File: config.mk
export PLATFORM = sky130hd
export DESIGN_NAME = morse_letter_led_blinker
export DESIGN_NICKNAME = d
export VERILOG_FILES = /design/src/rtl/mlb_pkg.sv /design/src/rtl/morse_letter_led_blinker.sv
export SDC_FILE = /design/constraint.sdc
export NUM_CORES = 1
export LEC_CHECK = 0
export ABC_AREA = 0
export BUFFER_PORTS_ARGS = -buffer_cell sky130_fd_sc_hd__buf_2
export CAP_MARGIN = 20
export CORE_UTILIZATION = 40
export CTS_CLUSTER_SIZE = 24
export DETAILED_ROUTE_END_ITERATION = 6
export GPL_TIMING_DRIVEN = 0
export PLACE_DENSITY = 0.6
export SLEW_MARGIN = 20
export SYNTH_ARGS = -nofsm -noshare
export SYNTH_HDL_FRONTEND = slang
export SYNTH_SLANG_ARGS = --single-unit
export TNS_END_PERCENT = 5
File: constraint.sdc
create_clock -name clk -period 2.94 [get_ports clk]
set_input_delay 0.588 -clock clk [delete_from_list [all_inputs] [get_ports clk]]
set_output_delay 0.588 -clock clk [all_outputs]
set_load 0.02 [all_outputs]
File: src/rtl/mlb_pkg.sv
// package for the morse letter led blinker
// letter tables, register indexes and shared types; no dependencies
package mlb_pkg;

	localparam int unsigned TickW     = 16;
	localparam int unsigned CfgIdxW   = 3;
	localparam int unsigned LetterCnt = 8;
	localparam int unsigned LetterW   = $clog2(LetterCnt);
	localparam int unsigned PosW      = 2;
	localparam int unsigned LenW      = 3;

	// register indexes on the config port
	localparam logic [CfgIdxW-1:0] CfgDotTicks       = 3'd0;
	localparam logic [CfgIdxW-1:0] CfgDashTicks      = 3'd1;
	localparam logic [CfgIdxW-1:0] CfgSymbolGapTicks = 3'd2;
	localparam logic [CfgIdxW-1:0] CfgLetterGapTicks = 3'd3;

	localparam logic [TickW-1:0] DotTicksRst       = 16'd150;
	localparam logic [TickW-1:0] DashTicksRst      = 16'd500;
	localparam logic [TickW-1:0] SymbolGapTicksRst = 16'd150;
	localparam logic [TickW-1:0] LetterGapTicksRst = 16'd1000;

	// supported letters in table order: D P R E I L A N
	localparam logic [6:0] LetterAscii [LetterCnt] = '{
		7'h44, 7'h50, 7'h52, 7'h45, 7'h49, 7'h4C, 7'h41, 7'h4E
	};
	localparam logic [LenW-1:0] LetterLen [LetterCnt] = '{
		3'd3, 3'd4, 3'd3, 3'd1, 3'd2, 3'd4, 3'd2, 3'd2
	};
	// bit i set: symbol i is a dash
	localparam logic [3:0] LetterDash [LetterCnt] = '{
		4'h1, 4'h6, 4'h2, 4'h0, 4'h0, 4'h2, 4'h2, 4'h1
	};

	typedef struct packed {
		logic               hit;
		logic [LetterW-1:0] idx;
	} letter_match_t;

	typedef struct packed {
		logic               running;
		logic               lit;
		logic [PosW-1:0]    pos;
		logic [TickW-1:0]   wait_left;
		logic [LetterW-1:0] letter;
	} seq_state_t;

	// upper-case a..z, then look the code up among the supported letters
	function automatic letter_match_t find_letter(input logic [7:0] code);
		logic [7:0]    c;
		letter_match_t m;
		c = code;
		m = '0;
		if (code >= 8'h61 && code <= 8'h7A) begin
			c = code - 8'd32;
		end
		for (int i = LetterCnt - 1; i >= 0; i--) begin
			if (c == {1'b0, LetterAscii[i]}) begin
				m.hit = 1'b1;
				m.idx = LetterW'(i);
			end
		end
		return m;
	endfunction

	function automatic logic at_last_symbol(input logic [LetterW-1:0] idx,
			input logic [PosW-1:0] pos);
		return ({1'b0, pos} + 3'd1) >= LetterLen[idx];
	endfunction

endpackage

File: src/rtl/morse_letter_led_blinker.sv
// morse letter led blinker top level
// depends on mlb_pkg
//
// one item enters on the in channel (opcode, char_code) per transfer: opcode 0 is a
// millisecond tick, opcode 1 selects a letter among D P R E I L A N (lower case
// accepted). every item gives exactly one result on the out channel: led_on,
// select_ok and shown_char after that item.
// an item is taken into the input register; as it moves on, the sequence state
// is updated and the result register is loaded, so a result passes through the
// input register and then the result register. while out_stall is low, one item
// per cycle is sustained; the single state update per cycle sets that figure.
// in_stall rises only when both the input register and the result register
// hold items and out_stall is high; a stalled result holds its value.
// reset clears both stages and the sequence (led dark, letter D, next tick
// lights the first symbol) and loads the default durations 150/500/150/1000.
// the config port writes one duration register per cycle when cfg_we is high;
// indexes past the fourth register are ignored. write only while idle.
module morse_letter_led_blinker (
	input  logic                        clk,
	input  logic                        arst_n,
	input  logic                        in_valid,
	output logic                        in_stall,
	input  logic                        opcode,
	input  logic [7:0]                  char_code,
	output logic                        out_valid,
	input  logic                        out_stall,
	output logic                        led_on,
	output logic                        select_ok,
	output logic [6:0]                  shown_char,
	input  logic                        cfg_we,
	input  logic [mlb_pkg::CfgIdxW-1:0] cfg_index,
	input  logic [mlb_pkg::TickW-1:0]   cfg_data
);

	logic                      valid_s1;
	logic                      opcode_s1;
	logic [7:0]                char_code_s1;
	logic                      valid_s2;
	logic                      led_s2;
	logic                      ok_s2;
	logic [6:0]                char_s2;
	logic [mlb_pkg::TickW-1:0] dot_ticks_q;
	logic [mlb_pkg::TickW-1:0] dash_ticks_q;
	logic [mlb_pkg::TickW-1:0] symbol_gap_ticks_q;
	logic [mlb_pkg::TickW-1:0] letter_gap_ticks_q;
	mlb_pkg::seq_state_t       state_q;
	mlb_pkg::seq_state_t       state_nxt;
	mlb_pkg::letter_match_t    match;
	logic                      ok_nxt;
	logic                      move_s1;
	logic                      load_s1;
	logic [mlb_pkg::PosW-1:0]  pos_inc;

	assign move_s1  = valid_s1 && (!valid_s2 || !out_stall);
	assign load_s1  = !valid_s1 || move_s1;
	assign in_stall = !load_s1;

	assign match   = mlb_pkg::find_letter(char_code_s1);
	assign pos_inc = state_q.pos + 2'd1;

	always_comb begin
		state_nxt = state_q;
		ok_nxt    = 1'b0;
		if (opcode_s1) begin
			if (match.hit) begin
				ok_nxt           = 1'b1;
				state_nxt        = '0;
				state_nxt.letter = match.idx;
			end
		end else if (state_q.wait_left > 16'd1) begin
			state_nxt.wait_left = state_q.wait_left - 16'd1;
		end else if (!state_q.running) begin
			// start of the letter: light the first symbol
			state_nxt.running   = 1'b1;
			state_nxt.lit       = 1'b1;
			state_nxt.pos       = '0;
			state_nxt.wait_left = mlb_pkg::LetterDash[state_q.letter][0]
				? dash_ticks_q : dot_ticks_q;
		end else if (state_q.lit) begin
			state_nxt.lit       = 1'b0;
			state_nxt.wait_left = mlb_pkg::at_last_symbol(state_q.letter, state_q.pos)
				? letter_gap_ticks_q : symbol_gap_ticks_q;
		end else if (mlb_pkg::at_last_symbol(state_q.letter, state_q.pos)) begin
			// letter gap done, restart on next tick
			state_nxt.running   = 1'b0;
			state_nxt.pos       = '0;
			state_nxt.wait_left = '0;
		end else begin
			state_nxt.pos       = pos_inc;
			state_nxt.lit       = 1'b1;
			state_nxt.wait_left = mlb_pkg::LetterDash[state_q.letter][pos_inc]
				? dash_ticks_q : dot_ticks_q;
		end
	end

	always_ff @(posedge clk or negedge arst_n) begin
		if (!arst_n) begin
			valid_s1 <= 1'b0;
			valid_s2 <= 1'b0;
			state_q  <= '0;
		end else begin
			if (load_s1) begin
				valid_s1 <= in_valid;
			end
			if (move_s1) begin
				valid_s2 <= 1'b1;
				state_q  <= state_nxt;
			end else if (!out_stall) begin
				valid_s2 <= 1'b0;
			end
		end
	end

	always_ff @(posedge clk) begin
		if (load_s1 && in_valid) begin
			opcode_s1    <= opcode;
			char_code_s1 <= char_code;
		end
		if (move_s1) begin
			led_s2  <= state_nxt.lit;
			ok_s2   <= ok_nxt;
			char_s2 <= mlb_pkg::LetterAscii[state_nxt.letter];
		end
	end

	always_ff @(posedge clk or negedge arst_n) begin
		if (!arst_n) begin
			dot_ticks_q        <= mlb_pkg::DotTicksRst;
			dash_ticks_q       <= mlb_pkg::DashTicksRst;
			symbol_gap_ticks_q <= mlb_pkg::SymbolGapTicksRst;
			letter_gap_ticks_q <= mlb_pkg::LetterGapTicksRst;
		end else if (cfg_we) begin
			case (cfg_index)
				mlb_pkg::CfgDotTicks:       dot_ticks_q        <= cfg_data;
				mlb_pkg::CfgDashTicks:      dash_ticks_q       <= cfg_data;
				mlb_pkg::CfgSymbolGapTicks: symbol_gap_ticks_q <= cfg_data;
				mlb_pkg::CfgLetterGapTicks: letter_gap_ticks_q <= cfg_data;
				default: ;
			endcase
		end
	end

	assign out_valid  = valid_s2;
	assign led_on     = led_s2;
	assign select_ok  = ok_s2;
	assign shown_char = char_s2;

endmodule

==> out/results.ini <==
[timing]
rsz0062_at_grt=false
max_freq_mhz=361.8
min_period_ps=2764
hold_slack_ps=126.5
fin_ws_ps=176.0
finalHoldViolCount=0
post-route-period-util=0.9401
slew_viol_final=0
worst_pin_slew_ps=1080
fin_skew_ps=10.52
slew_headroom=0.2780
final-setup-viol-count=0

[place]
place_congestion=0.9002
dp_hpwl_um=11180
place_area_um2=6351
numPortBuffers=41
placedCellCount=755
pre_cts_slack_ps=-466.5

[detailed_routing]
wl_per_cell_um=20.13
post_drt_via_cell_ratio=5.928
routed_wirelength_um=15580
first_pass_iters=5
drt_iter0_drc=331
ant_nets=0
drc=0
via_count=4588

[cts]
ctsRootBufferMaster=clkbuf_16
clk_pin_slew_worst_paths_ps=70
clock_sinks=105
cts_tree=built
cts_max_level=3
cts_buffer_depth=2
clock_latency_ps=360
numCtsBuffers=9

[final_layout]
n_fill_cell=1338
final_cells=774
drive_above_1_share=0.3300
diodes=0
syn_to_final_growth_pct=13.96
fin_nets=637
fin_area_um2=6690

[pwr]
ir_drop_v=0.0004268
p_per_area_nw_per_um2=702.1
p_leak_nw=2.722
p_total_mw=4.697

[grt]
antenna_found_initial=0
grt_pass1_wl_um=24980
grt_pass1_vias=4561
grt_max_degree=57
overflow=0
grt_usage=0.2216

[worst_setup_path]
critical_path_class=reg2reg
r2r_slack_ps=180
required_ps=3050
worstPathArrival_ps=2880
start_kind=register
cp-end-kind=register
critPathMaxFanout=6

[floorplanning]
ioPinCount=44
fp.dieH_um=123.1
core-area_um2=14100
die_w_um=123.1
dieArea_um2=15160
num_rows=43
initial_utilization=0.4165

[synthesis]
synth_top_area_share=0.2941
synth_top_cell_by_area=dfrtp_1
synthTopCellsByCount=mux2_2 (73), dfrtp_1 (69), o21ai_0 (36)
synth_cells=532
yosys_warnings=0
ys_types=75
synth-seq-cells=105
syn_nets=580
netlist_area_um2=5871
post-synth-top-count-cell=mux2_2
synth_area_leaders=dfrtp_1 (29%), mux2_2 (14%), dfstp_2 (9.0%)
avgSynthCellArea_um2=11.04
synthFlopType=dfrtp_1
seq_area_frac_synth=0.4655
synth_edf_count=16
async_flop_share=0.8476

[min_path]
hold_path_class=in2async

[run_status]
outcome=completed

[flow_run]
max_cap_viol_count=0

-- worst max-delay path: stages (launching register included) --
cell	delay [ps]
edfxtp_1	390
inv_1	60
ha_1	290
o21a_1	190
nor3_2	310
o311a_1	230
buf_2	170
mux2i_2	340
inv_1	80
ha_1	200
mux2_2	260
-- where the power goes --
part / internal (mW) / switching [mW]
combinational: 0.625 / 0.806
sequential: 1.84 / 0.268
clock: 0.581 / 0.579
-- registers in the layout, indices dropped and copies added, names as in the netlist --
signal and cells:
led_on 1, state_q 23, symbol_gap_ticks_q 16, shown_char 5, letter_gap_ticks_q 16, out_valid 1, dash_ticks_q 16, char_code_s1 8
opcode_s1 1, valid_s1 1, select_ok 1, dot_ticks_q 16
-- metrics by stage --
stage | setup TNS [ps] | utilization
2_1_floorplan | 0 | -
5_1_grt | 0 | 0.4746
6_report | 0 | 0.4746
4_1_cts | -4.804 | 0.4716
3_3_place_gp | -3743 | 0.4470
3_5_place_dp | -4240 | 0.4506
-- area by class of cell --
type                            instances  area (um^2)  share of cell area
Multi-Input combinational cell        381         2977              0.4449
Sequential cell                       105         2734              0.4086
Timing Repair Buffer                   46        266.5             0.03984
Clock buffer                            9        225.2             0.03366
Tap cell                              180        225.2             0.03366
Buffer                                 31        152.6             0.02282
Inverter                               15        56.30            0.008416
Clock inverter                          7        53.80            0.008042
-- layout by cell type, fill, tap and decap left out, types with 3 or more instances in the layout --
| master | count |
|---|---|
| o211ai_1 | 4 |
| a21oi_1 | 22 |
| nand2_1 | 29 |
| or3_1 | 4 |
| nor2_1 | 24 |
| nand4_1 | 3 |
| nand2b_1 | 3 |
| mux2_2 | 73 |
| nand3_1 | 29 |
| o21ai_0 | 36 |
| a31oi_1 | 4 |
| a22oi_1 | 3 |
| nor3_2 | 3 |
| dfrtp_1 | 68 |
| o21a_1 | 3 |
| nor3_1 | 10 |
| o2111ai_1 | 3 |
| o41ai_1 | 4 |
| dfstp_2 | 20 |
| nor2b_1 | 9 |
| buf_2 | 51 |
| a221o_1 | 3 |
| o311a_1 | 3 |
| a2bb2oi_1 | 3 |
| edfxtp_1 | 16 |
| a32o_1 | 4 |
| clkbuf_1 | 14 |
| clkinvlp_4 | 3 |
| mux2i_1 | 21 |
| inv_1 | 14 |
| ha_1 | 15 |
| clkbuf_16 | 9 |
| a211oi_1 | 8 |
| buf_4 | 6 |
-- path summary, 6_finish.rpt --
| kind | startpoint | endpoint | depth (start not counted) |
|---|---|---|---|
| min | arst_n | state_q[1]$_DFFE_PN0P_ | 1 |
| min in group clk | char_code[6] | char_code_s1[6]$_DFFE_PP_ | 1 |
| max reg2reg | char_code_s1[5]$_DFFE_PP_ | shown_char[1]$_DFFE_PP_ | 10 |
| min reg2reg | valid_s1$_DFFE_PN0N_ | out_valid$_DFFE_PN0P_ | 1 |
| max | char_code_s1[5]$_DFFE_PP_ | shown_char[1]$_DFFE_PP_ | 10 |
| max in group asynchronous | arst_n | dot_ticks_q[7]$_DFFE_PN1P_ | 2 |
-- kinds of logic after synthesis --
| family | count (synthesis) | share of synthesized area |
|---|---|---|
| flops | 105 | 0.4655 |
| compound gates | 129 | 0.1524 |
| fa+ha+maj | 15 | 0.03197 |
| mux | 96 | 0.1814 |
| other cells | 2 | 0.001279 |
| buf+inv | 46 | 0.03474 |
| simple gates | 139 | 0.1328 |
-- routing by layer --
metal  vias up  GRT usage  routed length, um
met1      2298     0.2919               6955
met2       154     0.3645               7426
li1       2115          -                  -
met5         -          0                  0
met3        21    0.04382                937
met4         0    0.07229                262
-- what timing repair did --
action / 4_1_cts / 5_1_grt
resized for setup: 4 / 9
setup endpoints to repair: 20 / 16
buffers inserted: 0 / 3
pin swaps: 0 / 1
hold buffers: 0 / 0
No activity file was read; power rests on OpenSTA's default activity.
